[config.mk]
export PLATFORM = sky130hd
export DESIGN_NAME = ttc_ram
export DESIGN_NICKNAME = d
export VERILOG_FILES = /design/src/design/ttc_ram.sv
export SDC_FILE = /design/constraint.sdc
export NUM_CORES = 1
export LEC_CHECK = 0
export ABC_AREA = 1
export BUFFER_PORTS_ARGS = -buffer_cell sky130_fd_sc_hd__buf_2
export CAP_MARGIN = 10
export CELL_PAD_IN_SITES_DETAIL_PLACEMENT = 1
export CELL_PAD_IN_SITES_GLOBAL_PLACEMENT = 1
export CORE_MARGIN = 3
export CORE_UTILIZATION = 44
export DETAILED_ROUTE_END_ITERATION = 10
export PLACE_DENSITY = 0.82
export SLEW_MARGIN = 5
export SYNTH_ARGS = -nofsm -noshare
export SYNTH_HDL_FRONTEND = slang
export SYNTH_SLANG_ARGS = --single-unit
[constraint.sdc]
create_clock -name clk -period 1.35 [get_ports clk]
set_input_delay 0.0675 -clock clk [delete_from_list [all_inputs] [get_ports clk]]
set_output_delay 0.0675 -clock clk [all_outputs]
set_load 0.02 [all_outputs]
[src/design/ttc_ram.sv]
// Generic single-port RAM with registered read.
`default_nettype none

module ttc_ram #(
	parameter int WIDTH = 8,
	parameter int DEPTH = 16
) (
	input  wire logic                     clk,
	input  wire logic                     we,
	input  wire logic [$clog2(DEPTH)-1:0] addr,
	input  wire logic [WIDTH-1:0]         wdata,
	output logic      [WIDTH-1:0]         rdata
);

	logic [WIDTH-1:0] mem [DEPTH];

	always_ff @(posedge clk) begin
		if (we) begin
			mem[addr] <= wdata;
		end
		rdata <= mem[addr];
	end

endmodule

`default_nettype wire

# [Yosys cells after proc, flatten, opt, wreduce, memory -nomap -nowiden]
# Memory sizes are Yosys's and may differ from the RTL's. A register that Yosys moved wholly into a read port is not among the register bits.
# Index checks and enable logic that the tools add are counted.
[totals] reg_bits=0 ram_bits=128 input_bits=14 output_inout_bits=8 wordCells=3 mem_count=1
[memory_table] memory="mem" words=16 word_bits=8 rd=1 rd_clocked_by_memory_dff=1 write_ports=1 line_no="15" rtl="logic [WIDTH-1:0] mem [DEPTH];"
[classes] muxes=2
[op_table] op="$mux W1" n=2

# [Depth between registers and ports, before layout]
[logic_depth] ltp_word=2 mapped_depth=11 ltp_nobuf=9

# [Least setup slack after synthesis]
# No wires, ideal clock.
[synth_path] path_kind="input-to-reg" startpoint="input addr[1]" endpoint="memory mem[3][0] (enable)" setup_time_ns=0.370 arrival_ns=1.074 t_required_ns=0.980 slack_ns=-0.095 cell_stages=4 path_buffers=2 path_cell_list="buf_2 > clkbuf_1 > nand3_1 > nor2_1"
[synth_rtl] item="start, declared" line_no="10" rtl="input wire logic [$clog2(DEPTH)-1:0] addr,"
[synth_rtl] item="end, declared" line_no="15"
# No word-level cell before the write port.

==> impl_metrics.yaml <==
cells_and_area:
  final_util: 0.543
  final_cell_mix: "346 x nand2_1, 128 x edfxtp_1, 22 x buf_4"
  layout-drive-gt1-share: 0.139
  area.sequential_um2: 4000
  final.fill_count: 1373
  mostFrequentLayoutCell: "nand2_1"
  final_nets: 604
  diodes: 0
  area_growth_pct: 18.6
  stdcell_area_um2: 6630
  multiInputGateArea_um2: 1410
route:
  dr.pass1.iters: 4
  routed_wl_um: 14200
  final_antenna_net_count: 0
  drt_iter0_markers: 219
  via_count: 3876
  drcViolationCount: 0
  routedWlPerCell_um: 18.4
  drt-vias-per-instance: 5.03
timing:
  finalCritPeriodShare: 0.813
  drv_slew: 0
  finalHoldViolations: 0
  rsz0062_at_grt: "false"
  worst_pin_slew_ns: 0.481
  fin_skew_ns: 0.00778
  holdWs_ns: 0.0507
  setup_viol: 0
  period_needed_ns: 1.10
  clock.fmax_mhz: 911
  maxSlewHeadroom: 0.679
critical_path:
  cpPeakStageDelay_ns: 0.37
  crit_chain: "nand2_1 > nand2_1 > nand2_1 > nand2_1 > nand2_1 > nand2_1 > inv_1 > nand2_1"
  worstPathMaxFanout: 1
  arrival_ns: 1.42
  cp_slowest_cell: "edfxtp_1"
  cpMostUsedCell: "nand2_1"
  cp-end-kind: "register"
  start_kind: "register"
  required_ns: 1.67
  critPathKind: "reg -> reg"
place:
  placed_cell_area_um2: 6000
  dpl.hpwl_um: 9180
  routabilityCongestion: 0.821
  port_buffers: 21
die:
  initial_utilization: 0.458
  boundaryPins: 22
  core_area_um2: 12200
  die_w_um: 119
  rows: 40
  die-area_um2: 14100
  fp.dieH_um: 119
logic_synthesis:
  synth.distinct_cells: 11
  yosys_warnings: 0
  synth-seq-area-share: 0.716
  ys_top_cells_by_area: "edfxtp_1 69%, nand2_1 23%, dfxtp_1 2.9%"
  synth_area_leader_cell: "edfxtp_1"
  synth-seq-cells: 136
  synthesis.nets: 562
  yosysTopAreaCellShare: 0.687
  syn_avg_cell_area_um2: 10.2
  mappedNetlistArea_um2: 5590
  syn_inst: 548
global_routing:
  grt_max_degree: 33
  grt_pass1_vias: 4138
  grt-ovfl-total: 0
  grt_pass1_wl_um: 22600
  grt_util_all_layers: 0.216
  antenna_found_initial: 0
power:
  power.density_nw_per_um2: 1560
  max-vdd-ir-drop_uv: 1450
  p_leak_nw: 2.86
  total_power_mw: 10.3
clock_tree:
  cts_buffer_depth: 2
  cts_tree: "built"
  clk_pin_slew_ns: 0.06
  cts_resized: 0
  ctsHoldBuffers: 0
  clockRootBuffer: "clkbuf_16"
  cts_buffers: 17
  clock_sinks: 136
  cts_max_level: 4
  cts_setup_buffers: 0
  clk_latency_ns: 0.42
worst_hold_path:
  hp-class: "in -> reg"
outcome:
  status: "complete, no violations"
job:
  cap_viol_max_count: 0
## routing by layer
metal | vias up | share of wire | global-route usage
li1 | 1833 | - | -
met1 | 1915 | 0.40 | 0.253
met2 | 91 | 0.52 | 0.373
met3 | 37 | 0.044 | 0.0545
met4 | 0 | 0.033 | 0.0956
met5 | - | 0 | 0
## cells in the mapped netlist
library cell and number:
inv_2 1, clkbuf_1 3, inv_1 21, edfxtp_1 128
clkinv_1 1, nor2_1 18, buf_2 12, nand3_1 4
nand2_1 346, buf_4 6, dfxtp_1 8
## per-stage QoR
| stage | instances | TNS, ns | worst slack (ns) |
|---|---|---|---|
| 2_1_floorplan | 548 | -5.41 | -0.0947 |
| 3_3_place_gp | 739 | 0 | 0.0394 |
| 3_5_place_dp | 739 | -0.977 | -0.0649 |
| 4_1_cts | 771 | 0 | 0.250 |
| 5_1_grt | 771 | 0 | 0.160 |
| 6_report | 771 | 0 | 0.252 |
## path summary, 6_finish.rpt
| check | startpoint | endpoint | slack, ns | cells past startpoint |
|---|---|---|---|---|
| worst max-delay path | mem[4][2] | rdata[2] | 0.25 | 8 |
| worst min-delay path | wdata[7] | mem[8][7] | 0.05 | 1 |
| worst max register to register | mem[4][2] | rdata[2] | 0.25 | 8 |
| worst min register to register | mem[9][2] | rdata[2] | 0.71 | 8 |
## cells by family after synthesis
group | Yosys count | synth area share
buf+inv | 44 | 0.0362
simple gates | 368 | 0.248
flops | 136 | 0.716
## worst max-delay path, delay by kind of cell (launching register included)
kind	cells	cell delay, ns
DFF	1	0.37
buffers and inverters	1	0.07
and+or+nand+nor	7	0.55
## report_power, final
| part | internal (mW) | switching [mW] | leakage, nW |
|---|---|---|---|
| sequential | 4.72 | 0.0265 | 1.22 |
| clock | 3.25 | 1.69 | 0.313 |
| combinational | 0.172 | 0.464 | 1.32 |
| total | 8.15 | 2.18 | 2.86 |
## registers in the layout, summed over array words and instances (netlist names)
name   cells
rdata      8
mem      128
## final cells by class
class                   count  area share
repair buffers             44      0.0438
clock inverters            14      0.0309
inverters                  23      0.0130
flip-flops and latches    136       0.604
well taps                 168      0.0317
clock buffers              18      0.0647
multi-input cells         368       0.212
No activity file was read; power rests on OpenSTA's default activity.
