<file path="config.mk">
export PLATFORM = sky130hd
export DESIGN_NAME = ttc_probe
export DESIGN_NICKNAME = d
export VERILOG_FILES = /design/src/design/ttc_pkg.sv /design/src/design/ttc_probe.sv
export SDC_FILE = /design/constraint.sdc
export NUM_CORES = 1
export LEC_CHECK = 0
export BUFFER_PORTS_ARGS = -buffer_cell sky130_fd_sc_hd__buf_2
export CAP_MARGIN = 20
export CORE_MARGIN = 2
export CORE_UTILIZATION = 50
export CTS_CLUSTER_DIAMETER = 150
export CTS_CLUSTER_SIZE = 8
export DETAILED_ROUTE_END_ITERATION = 16
export GPL_ROUTABILITY_DRIVEN = 0
export PLACE_DENSITY = 0.93
export RECOVER_POWER = 25
export SLEW_MARGIN = 20
export SYNTH_ARGS = -nofsm -noshare
export SYNTH_HDL_FRONTEND = slang
export SYNTH_SLANG_ARGS = --single-unit
</file>
<file path="constraint.sdc">
create_clock -name clk -period 6.6 [get_ports clk]
set_input_delay 0.99 -clock clk [delete_from_list [all_inputs] [get_ports clk]]
set_output_delay 0.99 -clock clk [all_outputs]
set_load 0.01 [all_outputs]
</file>
<file path="src/design/ttc_pkg.sv">
// Shared types, codes and the mate score correction for the transposition table cache.
`default_nettype none

package ttc_pkg;

	localparam int TABLE_ENTRIES_DEF = 4096;
	localparam int SCORE_W           = 24;
	localparam int THR_W             = 23;
	localparam int CFG_W             = 23;
	localparam int CFG_IDX_W         = 1;

	localparam logic [THR_W-1:0] MATE_THRESHOLD_RST = 23'd99000;
	localparam logic             TABLE_ENABLED_RST  = 1'b1;

	// operation codes
	localparam logic [1:0] KIND_LOOKUP = 2'd0;
	localparam logic [1:0] KIND_STORE  = 2'd1;
	localparam logic [1:0] KIND_CLEAR  = 2'd2;

	// bound codes
	localparam logic [1:0] BOUND_EXACT = 2'd0;
	localparam logic [1:0] BOUND_LOWER = 2'd1;
	localparam logic [1:0] BOUND_UPPER = 2'd2;

	// configuration register indexes
	localparam logic [CFG_IDX_W-1:0] REG_TABLE_ENABLED  = 1'b0;
	localparam logic [CFG_IDX_W-1:0] REG_MATE_THRESHOLD = 1'b1;

	localparam logic signed [SCORE_W-1:0] SCORE_MAX = 24'sh7FFFFF;
	localparam logic signed [SCORE_W-1:0] SCORE_MIN = 24'sh800000;

	typedef struct packed {
		logic [1:0]                kind;
		logic [63:0]               position_key;
		logic [7:0]                search_depth;
		logic [7:0]                ply;
		logic signed [SCORE_W-1:0] alpha;
		logic signed [SCORE_W-1:0] beta;
		logic signed [SCORE_W-1:0] eval_score;
		logic [1:0]                bound_type;
		logic [15:0]               best_move;
	} ttc_in_t;

	typedef struct packed {
		logic                      hit;
		logic signed [SCORE_W-1:0] score;
		logic [15:0]               slot_move;
	} ttc_out_t;

	typedef struct packed {
		logic [63:0]               key;
		logic signed [SCORE_W-1:0] score;
		logic [7:0]                depth;
		logic [1:0]                bound;
		logic [15:0]               move;
	} ttc_entry_t;

	// Shift a mate score by ply: away from zero when away is set, else toward zero.
	// Saturate to the score range.
	function automatic logic signed [SCORE_W-1:0] mate_adjust(
		input logic signed [SCORE_W-1:0] s,
		input logic [7:0]                ply,
		input logic                      away,
		input logic [THR_W-1:0]          thr
	);
		logic [SCORE_W-1:0]          mag;
		logic signed [SCORE_W+1:0]   m;
		logic signed [SCORE_W+1:0]   v;
		logic signed [SCORE_W-1:0]   r;
		mag = s[SCORE_W-1] ? (~s + 24'd1) : s;
		if (mag <= {1'b0, thr}) begin
			r = s;
		end else begin
			if (away) begin
				m = $signed({2'b00, mag}) + $signed({18'd0, ply});
			end else begin
				m = $signed({2'b00, mag}) - $signed({18'd0, ply});
			end
			v = s[SCORE_W-1] ? -m : m;
			if (v > 26'sd8388607) begin
				r = SCORE_MAX;
			end else if (v < -26'sd8388608) begin
				r = SCORE_MIN;
			end else begin
				r = v[SCORE_W-1:0];
			end
		end
		return r;
	endfunction

endpackage

`default_nettype wire

</file>
<file path="src/design/ttc_probe.sv">
// Lookup evaluation: key and depth match, mate correction, then the bound check.
`default_nettype none

module ttc_probe (
	input  wire logic                         clk,
	input  wire logic                         capture,
	input  wire logic                         enabled,
	input  wire logic [ttc_pkg::THR_W-1:0]    thr,
	input  wire ttc_pkg::ttc_entry_t          entry,
	input  wire ttc_pkg::ttc_in_t             req,
	output ttc_pkg::ttc_out_t                 res
);

	logic                                 match_s2;
	logic signed [ttc_pkg::SCORE_W-1:0]   score_s2;
	logic [1:0]                           bound_s2;
	logic [15:0]                          move_s2;
	logic signed [ttc_pkg::SCORE_W-1:0]   alpha_s2;
	logic signed [ttc_pkg::SCORE_W-1:0]   beta_s2;
	logic                                 hit;

	// hold the stage until the next read comes back
	always_ff @(posedge clk) begin
		if (capture) begin
			match_s2 <= enabled && (entry.key == req.position_key)
				&& (entry.depth >= req.search_depth);
			score_s2 <= ttc_pkg::mate_adjust(entry.score, req.ply, 1'b0, thr);
			bound_s2 <= entry.bound;
			move_s2  <= entry.move;
			alpha_s2 <= req.alpha;
			beta_s2  <= req.beta;
		end
	end

	always_comb begin
		hit = match_s2 && ((bound_s2 == ttc_pkg::BOUND_EXACT)
			|| ((bound_s2 == ttc_pkg::BOUND_UPPER) && (score_s2 <= alpha_s2))
			|| ((bound_s2 == ttc_pkg::BOUND_LOWER) && (score_s2 >= beta_s2)));
		res.hit       = hit;
		res.score     = hit ? score_s2 : '0;
		res.slot_move = move_s2;
	end

endmodule

`default_nettype wire

</file>
# Word level (Yosys, flattened, before mapping)
# Index checks and enable logic that the tools add are counted.
[word_totals]
in_bits = 312
register_bits = 91
[classes]
n_eq_ne = 3
n_addsub = 3
bitwise_logic = 1
n_reduce_logical = 8
magnitude_cmp = 6
muxes = 8
[op_table]
columns = ["op", "count"]
rows = [
  ["2-to-1 mux 24 bit", 5],
  ["2-to-1 mux 26 bit", 3],
  ["== test 64 bit", 1],
  ["> comparator 26 x 24 -> 1 bit, second input constant", 1],
  ["< comparator 26 x 24 -> 1 bit, second input constant", 1],
  ["negation 26 bit", 1],
  ["subtractor 24 x 8 -> 25 bit", 1],
  ["adder 24 x 1 -> 24 bit, second input constant", 1],
  [">= comparator 24 bit", 1],
  ["<= comparator 24 x 23 -> 1 bit", 1],
  ["<= comparator 24 bit", 1],
  ["inverter 24 bit", 1],
  [">= comparator 8 bit", 1],
  ["logical AND 1 bit", 5],
  ["== test 2 x 1 -> 1 bit, second input constant", 1],
  ["== test 2 bit, second input constant", 1],
  ["logical NOT 2 bit", 1],
  ["logical OR 1 bit", 2],
]

# Logic depth before layout (Yosys ltp)
[depth]
word_depth = 12
depth_mapped = 21
ltp_nobuf = 18

# Least setup slack after synthesis
# Ideal clock, no wire load.
[synth_timing]
path_type = "input -> register"
from = "in entry[49] (netlist bit)"
to = "reg score_s2[21] (netlist bit), data pin"
path_buffers = 6
path_slack_ps = 524
required_time_ps = 6326
cell_stages = 20
setup_time_ps = 274
arrival_ps = 5803
cell_sequence = "buf_1 -> clkbuf_1 -> clkbuf_1 -> buf_1 -> o41ai_1 -> xnor2_1 -> ha_1 -> or2_2 -> a31oi_1 -> a21o_1 -> clkbuf_1 -> xnor2_1 -> nor4_1 -> nand2_1 -> or4_1 -> o41a_1 -> xnor2_2 -> buf_6 -> o211ai_2 -> o311ai_1"
[synth_via]
elab_chain_cells = 12
word_cells_on_any_way = 14
classes_between = "3 x add/sub; 3 x order compare; 7 x mux; 1 x bitwise"
[synth_lines]
columns = ["item", "line", "text"]
rows = [
  ["start: declaration", "ttc_probe.sv:9", "input wire ttc_pkg::ttc_entry_t entry,"],
  ["inverter 24 bit", "ttc_pkg.sv:70", "mag = s[SCORE_W-1] ? (~s + 24'd1) : s;"],
  ["adder 24 x 1 -> 24 bit", "ttc_pkg.sv:70", ""],
  ["2-to-1 mux 24 bit", "ttc_pkg.sv:70", ""],
  ["subtractor 24 x 8 -> 25 bit", "ttc_pkg.sv:77", "m = $signed({2'b00, mag}) - $signed({18'd0, ply});"],
  ["2-to-1 mux 26 bit", "ttc_pkg.sv:71", "if (mag <= {1'b0, thr}) begin"],
  ["2-to-1 mux 26 bit", "ttc_probe.sv:24", "if (capture) begin"],
  ["negation 26 bit", "ttc_pkg.sv:79", "v = s[SCORE_W-1] ? -m : m;"],
  ["2-to-1 mux 26 bit", "ttc_pkg.sv:79", ""],
  ["< comparator 26 x 24 -> 1 bit", "ttc_pkg.sv:82", "end else if (v < -26'sd8388608) begin"],
  ["2-to-1 mux 24 bit", "ttc_pkg.sv:82", ""],
  ["2-to-1 mux 24 bit", "ttc_pkg.sv:80", "if (v > 26'sd8388607) begin"],
  ["2-to-1 mux 24 bit (*)", "ttc_pkg.sv:71", ""],
  ["end signal: assignment", "ttc_probe.sv:27", "score_s2 <= ttc_pkg::mate_adjust(entry.score, req.ply, 1'b0, thr);"],
  ["end: declaration", "ttc_probe.sv:15", "logic signed [ttc_pkg::SCORE_W-1:0] score_s2;"],
]
# Mark *: on every way between the ends. The rest lies on a longest branch, timed or not. The select of a mux whose other input is x is not followed.
# A chain may end at the register's enable or synchronous reset.

# Worst setup path after layout
[layout_timing]
from = "in entry[30] (netlist bit)"
to = "reg score_s2[0] (netlist bit), data pin"
[layout_via]
elab_chain_cells = 12
word_cells_on_any_way = 14
classes_between = "3 x add/sub; 3 x order compare; 7 x mux; 1 x bitwise"
[layout_lines]
columns = ["item", "line"]
rows = [
  ["inverter 24 bit", "ttc_pkg.sv:70"],
  ["adder 24 x 1 -> 24 bit", "ttc_pkg.sv:70"],
  ["2-to-1 mux 24 bit (*)", "ttc_pkg.sv:70"],
  ["subtractor 24 x 8 -> 25 bit", "ttc_pkg.sv:77"],
  ["2-to-1 mux 26 bit", "ttc_pkg.sv:71"],
  ["2-to-1 mux 26 bit", "ttc_probe.sv:24"],
  ["negation 26 bit", "ttc_pkg.sv:79"],
  ["2-to-1 mux 26 bit", "ttc_pkg.sv:79"],
  ["< comparator 26 x 24 -> 1 bit", "ttc_pkg.sv:82"],
  ["2-to-1 mux 24 bit", "ttc_pkg.sv:82"],
  ["2-to-1 mux 24 bit", "ttc_pkg.sv:80"],
  ["2-to-1 mux 24 bit (*)", "ttc_pkg.sv:71"],
]
# Marks and branches as above.

==> summary.md <==
| Metric | Value |
|---|---|
| Final ANT Viol Nets | 0 |
| Post-CTS Resized | 0 |
| Worst setup SP type | input pin |
| Clock network power share | 0.232 |
| Total Wirelength | 28700 um |
| Share of layout cells above drive strength 1 | 0.290 |
| Yosys top cell area share | 0.313 |
| Worst-path clk slew | 0.07 ns |
| Num CTS Buffers | 9 |
| Root Buffer | clkbuf_16 |
| Fin Setup TNS | 0 ns |
| Final setup viols | 0 |
| Hold Crit Class | in -> reg |
| EDFF count, synth | 91 |
| Vias in the first global route | 8502 |
| Crit path capture type | flop |
| Initial antenna violation count | 7 |
| Int Power | 1330 uW |
| Detailed-route via count | 9105 |
| Worst path required time | 6.70 ns |
| First-pass DRT Iterations | 10 |
| Met3 Use GR | 0.0958 |
| Relative slew slack | 0.371 |
| Final slew viol count | 0 |
| Core footprint | 17200 um2 |
| Worst-Margin Slew | 0.940 ns |
| Critical Path Max Stage Delay | 0.62 ns |
| Synth Register Bits | 91 |
| Final hold slack | 0.813 ns |
| Max Cap Violations | 0 |
| Power Density | 193 nW/um2 |
| FILL cells | 1371 |
| CTS sink count | 91 |
| Die Ht | 136 um |
| Flop pwr share | 0.366 |
| FFs w/ async S/R, synth | 0 |
| Cell Chain, Critical Path | buf_2 > or4_1 > o31ai_1 > xnor2_1 > ha_1 > a21o_1 > a31oi_1 > a21o_1 > nand2_1 > o41ai_1 > nor2_1 > or4_1 > o41a_1 > xnor2_2 > buf_4 > or3_1 > o211a_1 |
| Overflow after GRT | 0 |
| H-tree depth | 3 |
| Mapped cell area | 8730 um2 |
| Seq. cell area | 2730 um2 |
| Largest cells by area after synthesis | edfxtp_1 (31%), ha_1 (13%), xnor2_1 (7.3%) |
| Post-CTS Setup Inserts | 0 |
| DRC viols | 0 |
| # port buffers | 308 |
| Final-stage net count | 1664 |
| Chip width | 136 um |
| RSZ-0062 raised after global routing | no |
| Cell variety after synth | 77 |
| Cts hold-fix bufs | 0 |
| Status | finished clean |
| Post-synth top cells | inv_1 (117), edfxtp_1 (91), ha_1 (89), xnor2_1 (73), nand2_1 (46) |
| IO Count | 353 |
| Hold Violations, Final | 0 |
| CP Max Fanout | 11 |
| Largest net degree at the start of global routing | 92 |
| HPWL Detailed | 23000 um |
| Crit path arrival time | 6.18 ns |
| Drt initial violations | 911 |
| Syn Inst Count | 963 |
| # rows | 48 |
| Grt met1 use | 0.383 |
| Wire per inst | 19.2 um |
| Psw | 756 uW |
| Vias per cell | 6.09 |
| Slowest cell on crit path | o41ai_1 |
| Crit share post-route | 0.923 |
| Largest area contributor in the netlist | edfxtp_1 |
| Multi-input gate area | 5410 um2 |
| Logic gate share of total power | 0.403 |
| Non-filler cells, final | 1495 |
| Synthesis-to-finish area growth | 24.1% |
| Total Routing Usage GR | 0.301 |
| Final Critical Period | 6.09 ns |
| Placed cells | 1476 |
| VDD IR max | 0.000186 V |
| Avg Cell Area, Syn | 9.06 um2 |
| Max Freq | 0.164 GHz |
| Sw frac | 0.362 |
| First-pass GRT wire length | 43500 um |
| Layer with the highest usage | met2 |
| CTS tree | done |
| Critical Setup Path Class | in -> reg |
| Met2 Track Usage GR | 0.475 |
| Most numerous cell in the Yosys netlist | inv_1 |
| Seq/Total Area, Yosys | 0.313 |
| Most used DFF post-synth | edfxtp_1 |
| Synth warnings | 0 |
| Syn nets | 1365 |
| Clock Path Buffers | 2 |
| Initial core utilization | 0.508 |
| Die area | 18500 um2 |
| Pleak | 0.00512 uW |
## registers in the layout (all words and copies together), names as in the netlist
name and count:
bound_s2 2, score_s2 24, match_s2 1, beta_s2 24
alpha_s2 24, move_s2 16
## stage by stage
step / instance area (um2) / total power (uW) / utilization / setup WS (ns)
floorplan: 8730 / 1280 / - / 0.524
global placement: 10500 / 1530 / 0.613 / 0.421
detailed placement: 10500 / 1580 / 0.614 / 0.287
CTS: 10800 / 2070 / 0.630 / 0.636
global route: 10800 / 2200 / 0.630 / 0.285
finish: 10800 / 2090 / 0.630 / 0.511
## kinds of logic (layout without fill, tap and decap cells)
logic type                 after synthesis  after routing  share of synthesized area
DFF                                     91             91                      0.313
AOI/OAI and AO/OA                      226            226                      0.189
other                                    0              3                          0
and+or+nand+nor                        293            293                      0.188
buffers and inverters                  156            460                     0.0690
muxes                                    2              2                    0.00229
xor gates and xnor gates               105            105                      0.108
adders and majority gates               90             90                      0.130
## routing by layer
layer	wire [um]	share of wire
met1	10900	0.38
met5	51	0.0018
met4	1060	0.037
met2	13000	0.45
met3	3640	0.13
## power groups by stage
stage                     Clock, uW  Sequential [uW]  Combinational [uW]
after detailed placement          0              772                 810
after CTS                       489              761                 822
after global routing            509              767                 925
after floorplan                   0              750                 526
after global placement            0              768                 765
final                           483              764                 841
## path summary, 6_finish.rpt
path	cells past startpoint	start	endpoint	slack, ns
worst max-delay path	17	entry[30]	score_s2[0]	0.51
worst min-delay path	1	req[84]	alpha_s2[18]	0.81
## critical path, delay by kind of cell
family | cells | cell delay [ns]
buffers and inverters | 2 | 0.33
adders and majority gates | 1 | 0.33
AOI/OAI and AO/OA | 7 | 2.28
xor gates and xnor gates | 2 | 0.36
and+or+nand+nor | 5 | 1.91
## cell usage in the layout (no fill, tap or decap), types with 7 or more instances in the layout
master     count
nor2b_1       11
a31oi_1       20
xor2_1        29
o31ai_1        8
edfxtp_1      91
nand3_1       41
a21o_1        28
xnor2_1       73
ha_1          89
o21ai_0       27
nor3_1        25
buf_2        307
nand2_1       46
or3_1          7
nand4_1       37
clkbuf_16      9
a22oi_1       17
nor4_1        23
or4_1          8
o21a_1        13
nand2b_1      14
nor2_1        28
a21oi_1       39
and2_1        25
inv_1        117
buf_4         16
a41oi_1       10
## layout make-up
cell class	instances	share of cell area
clock inverters	7	0.00474
inverters	120	0.0416
well taps	225	0.0260
diodes	3	0.000693
repair buffers	324	0.154
flip-flops and latches	91	0.252
clock buffers	9	0.0208
multi-input cells	716	0.500
Power figures use the tool's default switching activity.
